===== src/rtl/ptt_pkg.sv =====
package ptt_pkg;

  localparam int DEFAULT_SLOTS = 16;

  localparam logic [2:0] ACT_SET      = 3'd0;
  localparam logic [2:0] ACT_ACTIVATE = 3'd1;
  localparam logic [2:0] ACT_STOP     = 3'd2;
  localparam logic [2:0] ACT_QUERY    = 3'd3;
  localparam logic [2:0] ACT_TICK     = 3'd4;
  localparam logic [2:0] ACT_STOP_ALL = 3'd5;
  localparam logic [2:0] ACT_CLEAR    = 3'd6;

  localparam logic [1:0] KIND_DONE      = 2'd0;
  localparam logic [1:0] KIND_FIRED     = 2'd1;
  localparam logic [1:0] KIND_TICK_DONE = 2'd2;

  localparam logic [4:0] COUNT_MAX = 5'd31;

  typedef struct packed {
    logic [2:0]  action;
    logic [31:0] timer_id;
    logic [31:0] interval;
    logic        enable;
    logic [31:0] now;
  } in_t;

  typedef struct packed {
    logic [1:0]  kind;
    logic [31:0] fired_id;
    logic        found;
    logic        hit;
    logic        is_valid;
    logic        is_active;
    logic [4:0]  live_count;
    logic        table_full;
    logic        last;
  } out_t;

  typedef struct packed {
    logic [31:0] id;
    logic [31:0] period;
    logic [31:0] last_fire;
  } slot_entry_t;

endpackage


===== src/rtl/periodic_timer_table.sv =====
// Channel | Signals                      | Payload
// --------+------------------------------+-----------------------------
// input   | in_valid, in_ready, in_data  | ptt_pkg::in_t (one command)
// output  | out_valid, out_ready, out_data| ptt_pkg::out_t (one result)
//
// Set, activate, stop, query and tick walk all TIMER_SLOTS entries of the slot
// RAM, each slot read in S_READ and then compared in S_EVAL; the command is
// accepted in S_IDLE and the final result is delivered from S_DONE. Stop all,
// clear and unused codes go straight to S_DONE. One item is in work at a time.
// A stalled output holds the walk at a firing slot or at the final result.
// Reset clears the used, valid and running bits at once; no clearing pass.
module periodic_timer_table #(
  parameter int TIMER_SLOTS = ptt_pkg::DEFAULT_SLOTS
) (
  input  logic          clk,
  input  logic          rst,
  input  logic          in_valid,
  output logic          in_ready,
  input  ptt_pkg::in_t  in_data,
  output logic          out_valid,
  input  logic          out_ready,
  output ptt_pkg::out_t out_data
);

  import ptt_pkg::*;

  localparam int IDX_W = (TIMER_SLOTS > 1) ? $clog2(TIMER_SLOTS) : 1;
  localparam logic [IDX_W-1:0] LAST_IDX = IDX_W'(TIMER_SLOTS - 1);

  typedef enum logic [1:0] {S_IDLE, S_READ, S_EVAL, S_DONE} state_t;

  state_t             state;
  in_t                cmd;
  logic [IDX_W-1:0]   idx;
  logic               match_found;
  logic [IDX_W-1:0]   match_idx;
  logic               free_found;
  logic [IDX_W-1:0]   free_idx;
  logic [4:0]         live_cnt;
  logic [TIMER_SLOTS-1:0] slot_used;
  logic [TIMER_SLOTS-1:0] slot_valid;
  logic [TIMER_SLOTS-1:0] slot_running;

  logic                      out_free;
  logic                      is_tick;
  logic                      tick_live;
  logic                      fire;
  logic                      advance;
  logic                      load_out;
  logic [31:0]               elapsed;
  slot_entry_t               entry;
  logic [$bits(slot_entry_t)-1:0] rd_data;
  logic                      wr_en;
  logic [IDX_W-1:0]          wr_addr;
  slot_entry_t               wr_entry;
  out_t                      fired_result;
  out_t                      done_result;

  ptt_ram #(
    .WIDTH ($bits(slot_entry_t)),
    .DEPTH (TIMER_SLOTS),
    .ADDR_W(IDX_W)
  ) u_slot_ram (
    .clk    (clk),
    .wr_en  (wr_en),
    .wr_addr(wr_addr),
    .wr_data(wr_entry),
    .rd_addr(idx),
    .rd_data(rd_data)
  );

  assign entry     = slot_entry_t'(rd_data);
  assign in_ready  = (state == S_IDLE);
  assign out_free  = !out_valid || out_ready;
  assign is_tick   = (cmd.action == ACT_TICK);
  assign elapsed   = cmd.now - entry.last_fire;
  assign tick_live = slot_used[idx] && slot_valid[idx] && slot_running[idx];
  assign fire      = tick_live && (cmd.now > entry.last_fire) && (elapsed >= entry.period);
  // A firing slot waits in place until the output register can take its result.
  assign advance   = (state == S_EVAL) && !(is_tick && fire && !out_free);
  assign load_out  = (advance && is_tick && fire) || (state == S_DONE && out_free);

  always_comb begin
    wr_en    = 1'b0;
    wr_addr  = idx;
    wr_entry = entry;
    wr_entry.last_fire = cmd.now;
    if (state == S_EVAL && is_tick && fire && out_free) begin
      wr_en = 1'b1;
    end else if (state == S_DONE && out_free && cmd.action == ACT_SET &&
                 cmd.interval != 32'd0 && (match_found || free_found)) begin
      wr_en    = 1'b1;
      wr_addr  = match_found ? match_idx : free_idx;
      wr_entry = '{id: cmd.timer_id, period: cmd.interval, last_fire: cmd.now};
    end
  end

  always_comb begin
    fired_result          = '0;
    fired_result.kind     = KIND_FIRED;
    fired_result.fired_id = entry.id;

    done_result      = '0;
    done_result.last = 1'b1;
    done_result.kind = is_tick ? KIND_TICK_DONE : KIND_DONE;
    done_result.hit  = match_found;
    if (cmd.action == ACT_QUERY && match_found) begin
      done_result.is_valid  = slot_valid[match_idx];
      done_result.is_active = slot_running[match_idx];
    end
    if (is_tick) begin
      done_result.live_count = live_cnt;
    end
    done_result.table_full = (cmd.action == ACT_SET) && (cmd.interval != 32'd0) &&
                             !match_found && !free_found;
  end

  always_ff @(posedge clk) begin
    if (rst) begin
      state        <= S_IDLE;
      out_valid    <= 1'b0;
      slot_used    <= '0;
      slot_valid   <= '0;
      slot_running <= '0;
    end else begin
      if (load_out) begin
        out_valid <= 1'b1;
      end else if (out_valid && out_ready) begin
        out_valid <= 1'b0;
      end
      unique case (state)
        S_IDLE: begin
          if (in_valid) begin
            cmd         <= in_data;
            idx         <= '0;
            match_found <= 1'b0;
            free_found  <= 1'b0;
            live_cnt    <= '0;
            unique case (in_data.action)
              ACT_STOP_ALL: begin
                slot_valid <= '0;
                state      <= S_DONE;
              end
              ACT_CLEAR: begin
                slot_used    <= '0;
                slot_valid   <= '0;
                slot_running <= '0;
                state        <= S_DONE;
              end
              ACT_SET, ACT_ACTIVATE, ACT_STOP, ACT_QUERY, ACT_TICK: begin
                state <= S_READ;
              end
              default: begin
                state <= S_DONE;
              end
            endcase
          end
        end
        S_READ: begin
          state <= S_EVAL;
        end
        S_EVAL: begin
          if (advance) begin
            if (is_tick) begin
              // Stopped timers give up their slot as the tick passes over them.
              if (slot_used[idx] && !slot_valid[idx]) begin
                slot_used[idx]    <= 1'b0;
                slot_running[idx] <= 1'b0;
              end
              if (tick_live && live_cnt != COUNT_MAX) begin
                live_cnt <= live_cnt + 5'd1;
              end
              if (fire) begin
                out_data <= fired_result;
              end
            end else begin
              if (slot_used[idx] && entry.id == cmd.timer_id && !match_found) begin
                match_found <= 1'b1;
                match_idx   <= idx;
              end
              if (!slot_used[idx] && !free_found) begin
                free_found <= 1'b1;
                free_idx   <= idx;
              end
            end
            if (idx == LAST_IDX) begin
              state <= S_DONE;
            end else begin
              idx   <= idx + 1'b1;
              state <= S_READ;
            end
          end
        end
        S_DONE: begin
          if (out_free) begin
            out_data  <= done_result;
            state     <= S_IDLE;
            if (cmd.action == ACT_SET) begin
              if (cmd.interval == 32'd0) begin
                if (match_found) begin
                  slot_valid[match_idx] <= 1'b0;
                end
              end else if (match_found) begin
                slot_valid[match_idx] <= 1'b1;
              end else if (free_found) begin
                slot_used[free_idx]    <= 1'b1;
                slot_valid[free_idx]   <= 1'b1;
                slot_running[free_idx] <= 1'b1;
              end
            end else if (cmd.action == ACT_ACTIVATE && match_found) begin
              slot_running[match_idx] <= cmd.enable;
            end else if (cmd.action == ACT_STOP && match_found) begin
              slot_valid[match_idx] <= 1'b0;
            end
          end
        end
        default: begin
          state <= S_IDLE;
        end
      endcase
    end
  end

  a_valid_needs_used: assert property (@(posedge clk) disable iff (rst)
    (slot_valid & ~slot_used) == '0)
    else $error("valid bit set on a free slot");

  a_running_needs_used: assert property (@(posedge clk) disable iff (rst)
    (slot_running & ~slot_used) == '0)
    else $error("running bit set on a free slot");

  a_busy_after_accept: assert property (@(posedge clk) disable iff (rst)
    (in_valid && in_ready) |=> !in_ready)
    else $error("new transaction taken while one is in work");

  a_fired_not_last: assert property (@(posedge clk) disable iff (rst)
    (out_valid && out_data.kind == KIND_FIRED) |-> !out_data.last)
    else $error("fired result marked as final");

  a_tick_done_last: assert property (@(posedge clk) disable iff (rst)
    (out_valid && out_data.kind == KIND_TICK_DONE) |-> out_data.last)
    else $error("tick summary not marked as final");

endmodule


===== src/rtl/ptt_ram.sv =====
module ptt_ram #(
  parameter int WIDTH = 96,
  parameter int DEPTH = 16,
  parameter int ADDR_W = (DEPTH > 1) ? $clog2(DEPTH) : 1
) (
  input  logic              clk,
  input  logic              wr_en,
  input  logic [ADDR_W-1:0] wr_addr,
  input  logic [WIDTH-1:0]  wr_data,
  input  logic [ADDR_W-1:0] rd_addr,
  output logic [WIDTH-1:0]  rd_data
);

  logic [WIDTH-1:0] mem [DEPTH];

  always_ff @(posedge clk) begin
    if (wr_en) begin
      mem[wr_addr] <= wr_data;
    end
    rd_data <= mem[rd_addr];
  end

endmodule


===== config.mk =====
export PLATFORM = sky130hd
export DESIGN_NAME = periodic_timer_table
export DESIGN_NICKNAME = d
export VERILOG_FILES = /design/src/rtl/ptt_pkg.sv /design/src/rtl/periodic_timer_table.sv /design/src/rtl/ptt_ram.sv
export SDC_FILE = /design/constraint.sdc
export NUM_CORES = 2
export LEC_CHECK = 0
export ABC_AREA = 0
export BUFFER_PORTS_ARGS = -buffer_cell sky130_fd_sc_hd__buf_2
export CAP_MARGIN = 20
export CELL_PAD_IN_SITES_DETAIL_PLACEMENT = 1
export CELL_PAD_IN_SITES_GLOBAL_PLACEMENT = 1
export CORE_UTILIZATION = 50
export DETAILED_ROUTE_END_ITERATION = 8
export HOLD_SLACK_MARGIN = 0.06
export PLACE_DENSITY = 0.72
export SLEW_MARGIN = 30
export SYNTH_ARGS = -nofsm -noshare
export SYNTH_HDL_FRONTEND = slang
export SYNTH_SLANG_ARGS = --single-unit
export TNS_END_PERCENT = 10

===== constraint.sdc =====
create_clock -name clk -period 10.9 [get_ports clk]
set_clock_uncertainty 0.1 [all_clocks]
set_input_delay 1.09 -clock clk [delete_from_list [all_inputs] [get_ports clk]]
set_output_delay 1.09 -clock clk [all_outputs]
set_load 0.02 [all_outputs]

* Yosys cells after proc, flatten, opt, wreduce, memory -nomap -nowiden
Memory sizes are Yosys's and may differ from the RTL's. A register that Yosys moved wholly into a read port is not among the register bits. Cells that the tools add are included.
Cells by class: reductions and logical operators 65, $add $sub $neg 3, eq/ne operators 41, $lt $le $gt $ge 8, bitwise operators 11, multiplexer cells 92
Operators with widths (count):
- $mux W16 | 29
- $mux W96 | 2
- $mux W45 | 4
- $pmux W16 S3 | 2
- $pmux W45 S2 | 1
- $or A16 B16 Y16 | 4
- $and A16 B16 Y16 | 3
- $eq A32 B32 Y1 | 1
- $ge A32 B32 Y1 | 1
- $gt A32 B32 Y1 | 1
- $logic_not A32 Y1 | 1
- $not A16 Y16 | 2
- $pmux W16 S2 | 1
- $reduce_bool A32 Y1 | 1
- $sub A32 B32 Y32 | 1
- $logic_and A1 B1 Y1 | 31
- $mux W5 | 5
- $mux W4 | 6
- $reduce_and A6 Y1 | 4
- $ne A2 B2 Y1 const B | 11
- $reduce_and A11 Y1 | 2
- $mux W1 | 21
- $bmux W1 S4 | 5
- $bwmux W16 | 1
- 33 further kinds | 80
Word-level totals: output and inout bits 47, logic and storage cells 246, register bits 215, memory bits (writable) 1536, input bits 104, memories kept 1
Memory list:
- u_slot_ram.mem | words 16, width 96, read ports 1, clocked after memory_dff 1, write ports 1, RTL line ptt_ram.sv:14 | logic [WIDTH-1:0] mem [DEPTH];

* Logic depth before layout (Yosys ltp)
depth after elaboration 14, depth in mapped cells 19, mapped depth without buffers 19

* Cells and area by module
Synthesis repeated with hierarchy kept, for this count alone.
Second synthesis, totals: cell total of the unflattened synthesis 3681, area, all modules 72388.2 um^2
Modules (own cells, without submodules):
- ptt_ram | sequential area each 48046.1 um^2, area an instance 59355.7 um^2, instances 1, cells an instance 2460
- periodic_timer_table | sequential area each 5915.7 um^2, area an instance 13032.5 um^2, instances 1, cells an instance 1221

* Worst setup path after synthesis
No wires, ideal clock.
path type register to register, start point register cmd[0] (netlist bit), end point memory u_slot_ram.mem[1][0] (enable), arrival 10180 ps, buffers on the path 0, path slack -48 ps, stages on the path, launching flop included 20, period minus slack after synthesis 10948 ps, data required time 10132 ps, setup time 668 ps, cell sequence edfxtp_1 -> inv_1 -> ha_1 -> fa_1 -> nand2b_1 -> a21oi_1 -> o211ai_1 -> a31oi_1 -> a221o_1 -> a21boi_0 -> o21ai_0 -> xor2_1 -> ha_1 -> nand4_1 -> nor2_1 -> o31ai_1 -> o211ai_1 -> o21a_1 -> a21boi_1 -> nor3_1
On the way: longest elaborated chain between the ends 8, elaborated cells between the ends (all ways) 11, those cells by class add/sub: 1; order compare: 2; mux: 4; reduce/logical: 4
RTL lines:
- from (decl) | RTL line periodic_timer_table.sv:33 | in_t cmd;
- from (signal assigned) | RTL line periodic_timer_table.sv:134 | cmd <= in_data;
- $sub A32 B32 Y32 or $gt A32 B32 Y1 (tied branches) | RTL line periodic_timer_table.sv:76, periodic_timer_table.sv:78
- $ge A32 B32 Y1 or $logic_and A1 B1 Y1 (tied branches) | RTL line periodic_timer_table.sv:78 | assign fire = tick_live && (cmd.now > entry.last_fire) && (elapsed >= entry.period);
- $logic_and A1 B1 Y1 * | RTL line periodic_timer_table.sv:78
- $logic_and A1 B1 Y1 * (2 in a row) | RTL line periodic_timer_table.sv:88 | if (state == S_EVAL && is_tick && fire && out_free) begin
- $mux W1 | RTL line periodic_timer_table.sv:88
- $mux W1 | RTL line ptt_ram.sv:17 | if (wr_en) begin
- $mux W1 (not written as such) | RTL line ptt_ram.sv:18 | mem[wr_addr] <= wr_data;
- to (decl) | RTL line ptt_ram.sv:14
Mark *: on every way between the ends. The rest lies on a longest branch, timed or not.

* Final worst setup path
start point register cmd[4] (netlist bit), end point memory u_slot_ram.mem[6][57] (enable)
Same word-level chain as after synthesis.

==> impl_metrics.csv <==
group,metric,value,unit
outcome,status,"finished, violations left",
outcome,violations,"DRC",
global_routing,grt_pass1_wl,269.4,mm
global_routing,use_met3,4.384,%
yosys,synth-seq-cells,1846,
sta,worst_pin_slew,1.058,ns
yosys,synth_edf_count,1699,
global_routing,top_usage_layer,"met2",
layout,layout_common_cells,"1699 x edfxtp_1, 505 x mux4_2, 187 x clkbuf_16",
clocking,ctsResizeCount,0,
layout,fin_nets,3905,
routing,routedWlPerCell,32.03,um
power,pwr-share-seq,52.4,%
sta,setup_slack,3.713,ns
routing,drtIter0Drc,3402,
sta,rsz0062_at_grt,"no",
layout,final_common_cell,"edfxtp_1",
global_routing,grtUsageTotal,25.74,%
clocking,cts_setup_buffers,0,
power,p_clk_share,41.4,%
yosys,synth_cells,3493,
clocking,tritoncts,"done",
yosys,ys_warn_count,0,
power,p_sw_share,22.25,%
layout,final_util,56.91,%
yosys,synth_top_area_share,70.48,%
job,cap_violations,0,
power,p_switching,3.383,mW
routing,vias_per_cell,6.252,
power,max-vdd-ir-drop,0.1446,mV
die,pin_count,151,
sta,fmax,139.1,MHz
global_routing,grtUsageMet2,42.41,%
die,num_rows,139,
place,dp_hpwl,104.6,mm
routing,num_vias,36230,
layout,layout-drive-gt1-share,28.15,%
clocking,cts_hold_buffers,0,
yosys,yosysTopAreaCell,"edfxtp_1",
place,numPortBuffers,149,
yosys,synth-seq-area-share,74.55,%
place,routabilityCongestion,0.8420,
layout,n_fill_cell,12350,
yosys,async_reset_ff_share,0,%
power,leakage,26.13,nW
die,fp.coreArea,143700,um^2
routing,ant_nets,0,
power,p_comb_share,6.3,%
sta,period_share,65.94,%
global_routing,grt-ovfl-total,0,
global_routing,antenna_found_initial,15,
sta,hold_viol_final,0,
clocking,path_clk_slew,0.06,ns
clocking,cts-root-buf,"clkbuf_16",
yosys,synth_nets,3668,
yosys,avgSynthCellArea,20.72,um^2
clocking,h-tree-depth,4,
routing,drt-total-wl,185.6,mm
global_routing,grt_pass1_vias,38000,
sta,final-setup-viol-count,0,
sta,timing.hold.ws,0.3250,ns
routing,dr.pass1.iters,7,
routing,route.detailed.drc,16,
yosys,synth_cell_types,68,
layout,area_growth,12.95,%
layout,final_cell_area,81750,um^2
die,die_width,382.5,um
power,power.internal,11.82,mW
yosys,synthTopCellsByArea,"edfxtp_1 70%, mux4_2 16%, dfxtp_1 4.1%",
clocking,cts_buffers,187,
min_path,hp-class,"input pin to flop",
global_routing,grt_max_degree,136,
power,power_density,186.0,nW/um^2
power,total_power,15.20,mW
sta,slew_headroom,29.47,%
global_routing,met1_usage,35.63,%
die,start_util,50.39,%
clocking,cts_buffer_depth,3,
clocking,clk_latency,0.84,ns
setup_path,worst-setup-path-type,"flop to flop",
setup_path,path_max_fanout,44,
setup_path,critPathRequiredTime,11.23,ns
setup_path,end_kind,"flop",
setup_path,worst_ep_arrival_time,7.52,ns
place,placed_cell_area,75660,um^2
yosys,synth_area,72380,um^2
place,dp_worst_setup_slack,3.673,ns
yosys,synth_ff_type,"edfxtp_1",
die,die_h,382.5,um
sta,maxSlewViolCount,0,
sta,fin_crit,7.187,ns
setup_path,critPathLaunchType,"flop",
die,dieArea,146300,um^2
clocking,cts.sinks,1846,
per-stage QoR:
step,cells,setup TNS [ns]
2_1_floorplan,3493,-5.235
5_1_grt,5792,0
3_5_place_dp,5442,0
6_report,5795,0
3_3_place_gp,5442,0
4_1_cts,5788,0
cells in the mapped netlist, types with 3 or more instances:
cell / count
buf_1: 31
nor2_1: 87
nand2b_1: 14
o211ai_1: 12
o31ai_2: 10
a21o_1: 18
edfxtp_1: 1699
a2111oi_0: 3
o31ai_1: 10
and2_1: 42
o22ai_1: 16
o21ai_0: 81
nor3_1: 27
a31oi_1: 13
nand4_1: 24
mux2i_1: 5
dfxtp_1: 147
nor2b_1: 22
nor3b_1: 9
clkbuf_1: 116
mux2_2: 64
ha_1: 70
buf_2: 18
and3_1: 8
nand3_1: 24
a21oi_1: 101
xnor2_1: 50
nor4_1: 14
inv_1: 79
or3_1: 4
a211oi_1: 23
nand2_1: 88
xor2_1: 16
mux4_2: 505
cells by family (layout without fill, tap and decap cells):
group                    after synthesis  after routing  share of synthesized area, %
AO/OA/AOI/OAI                        314            314                         2.719
flip-flops                          1846           1846                         74.55
XOR/XNOR                              66             66                        0.7986
buffers and inverters                248            642                         1.343
AND/OR/NAND/NOR                      373            373                         2.570
other                                  1              6                      0.005181
adder cells (fa/ha/maj)               71             71                         1.238
multiplexers                         574            574                         16.78
power groups by stage:
| stage | Combinational, mW | Clock (mW) | Sequential [mW] |
|---|---|---|---|
| after floorplan | 0.648 | 0 | 8.06 |
| final | 0.952 | 6.29 | 7.96 |
| after global placement | 0.927 | 0 | 8.11 |
| after CTS | 0.958 | 6.39 | 7.96 |
| after detailed placement | 0.951 | 0 | 8.11 |
| after global routing | 1.03 | 6.62 | 7.97 |
flip-flops by register name, summed over array words and instances (netlist names), 2 cells and up:
name	flops
state	2
out_data	44
slot_running	16
free_idx	4
live_cnt	5
u_slot_ram.mem	1536
cmd	100
slot_used	16
idx	4
match_idx	4
u_slot_ram.rd_data	96
slot_valid	16
critical path, stage by stage (launching register included):
cell      delay (ns)
edfxtp_1        0.60
ha_1            0.45
a211oi_1        0.29
nor2_1          0.12
o31ai_1         0.34
nor4b_1         0.67
o21ai_0         0.24
o21ai_0         0.26
a21oi_1         0.12
xor2_1          0.16
ha_1            0.30
nand4_1         0.12
nor2_1          0.22
o31ai_1         0.12
o211ai_1        0.12
o21a_1          0.35
a21boi_1        0.11
buf_4           0.22
nor3_2          0.16
buf_4           0.83
buf_4           0.82
per-layer routing:
metal | routed length, um | share of wire (%)
met1 | 76080 | 41
met2 | 92810 | 50
met4 | 4544 | 2.4
met3 | 12140 | 6.5
met5 | 73 | 0.039
worst paths after layout:
check	end	slack, ns	start	depth (start not counted)
setup / recovery	u_slot_ram.mem[6][57]$_DFFE_PP_	3.71	cmd[4]$_DFFE_PP_	20
hold / removal	cmd[89]$_DFFE_PP_	0.33	in_data[89]	1
setup reg to reg	u_slot_ram.mem[6][57]$_DFFE_PP_	3.71	cmd[4]$_DFFE_PP_	20
hold reg to reg	slot_running[9]$_SDFFE_PP0P_	0.39	slot_running[9]$_SDFFE_PP0P_	2
cell type report:
type	count	area [um^2]	share of cell area, %
sequential	1846	53960	66.00
inverter	80	300.3	0.3673
antenna	5	12.51	0.01530
timing repair buffer	216	1475	1.804
clock buffer	254	5071	6.203
clock inverter	92	950.9	1.163
multi-input combinational	1399	17600	21.53
tap	1903	2381	2.912
No activity file was read; power rests on OpenSTA's default activity.
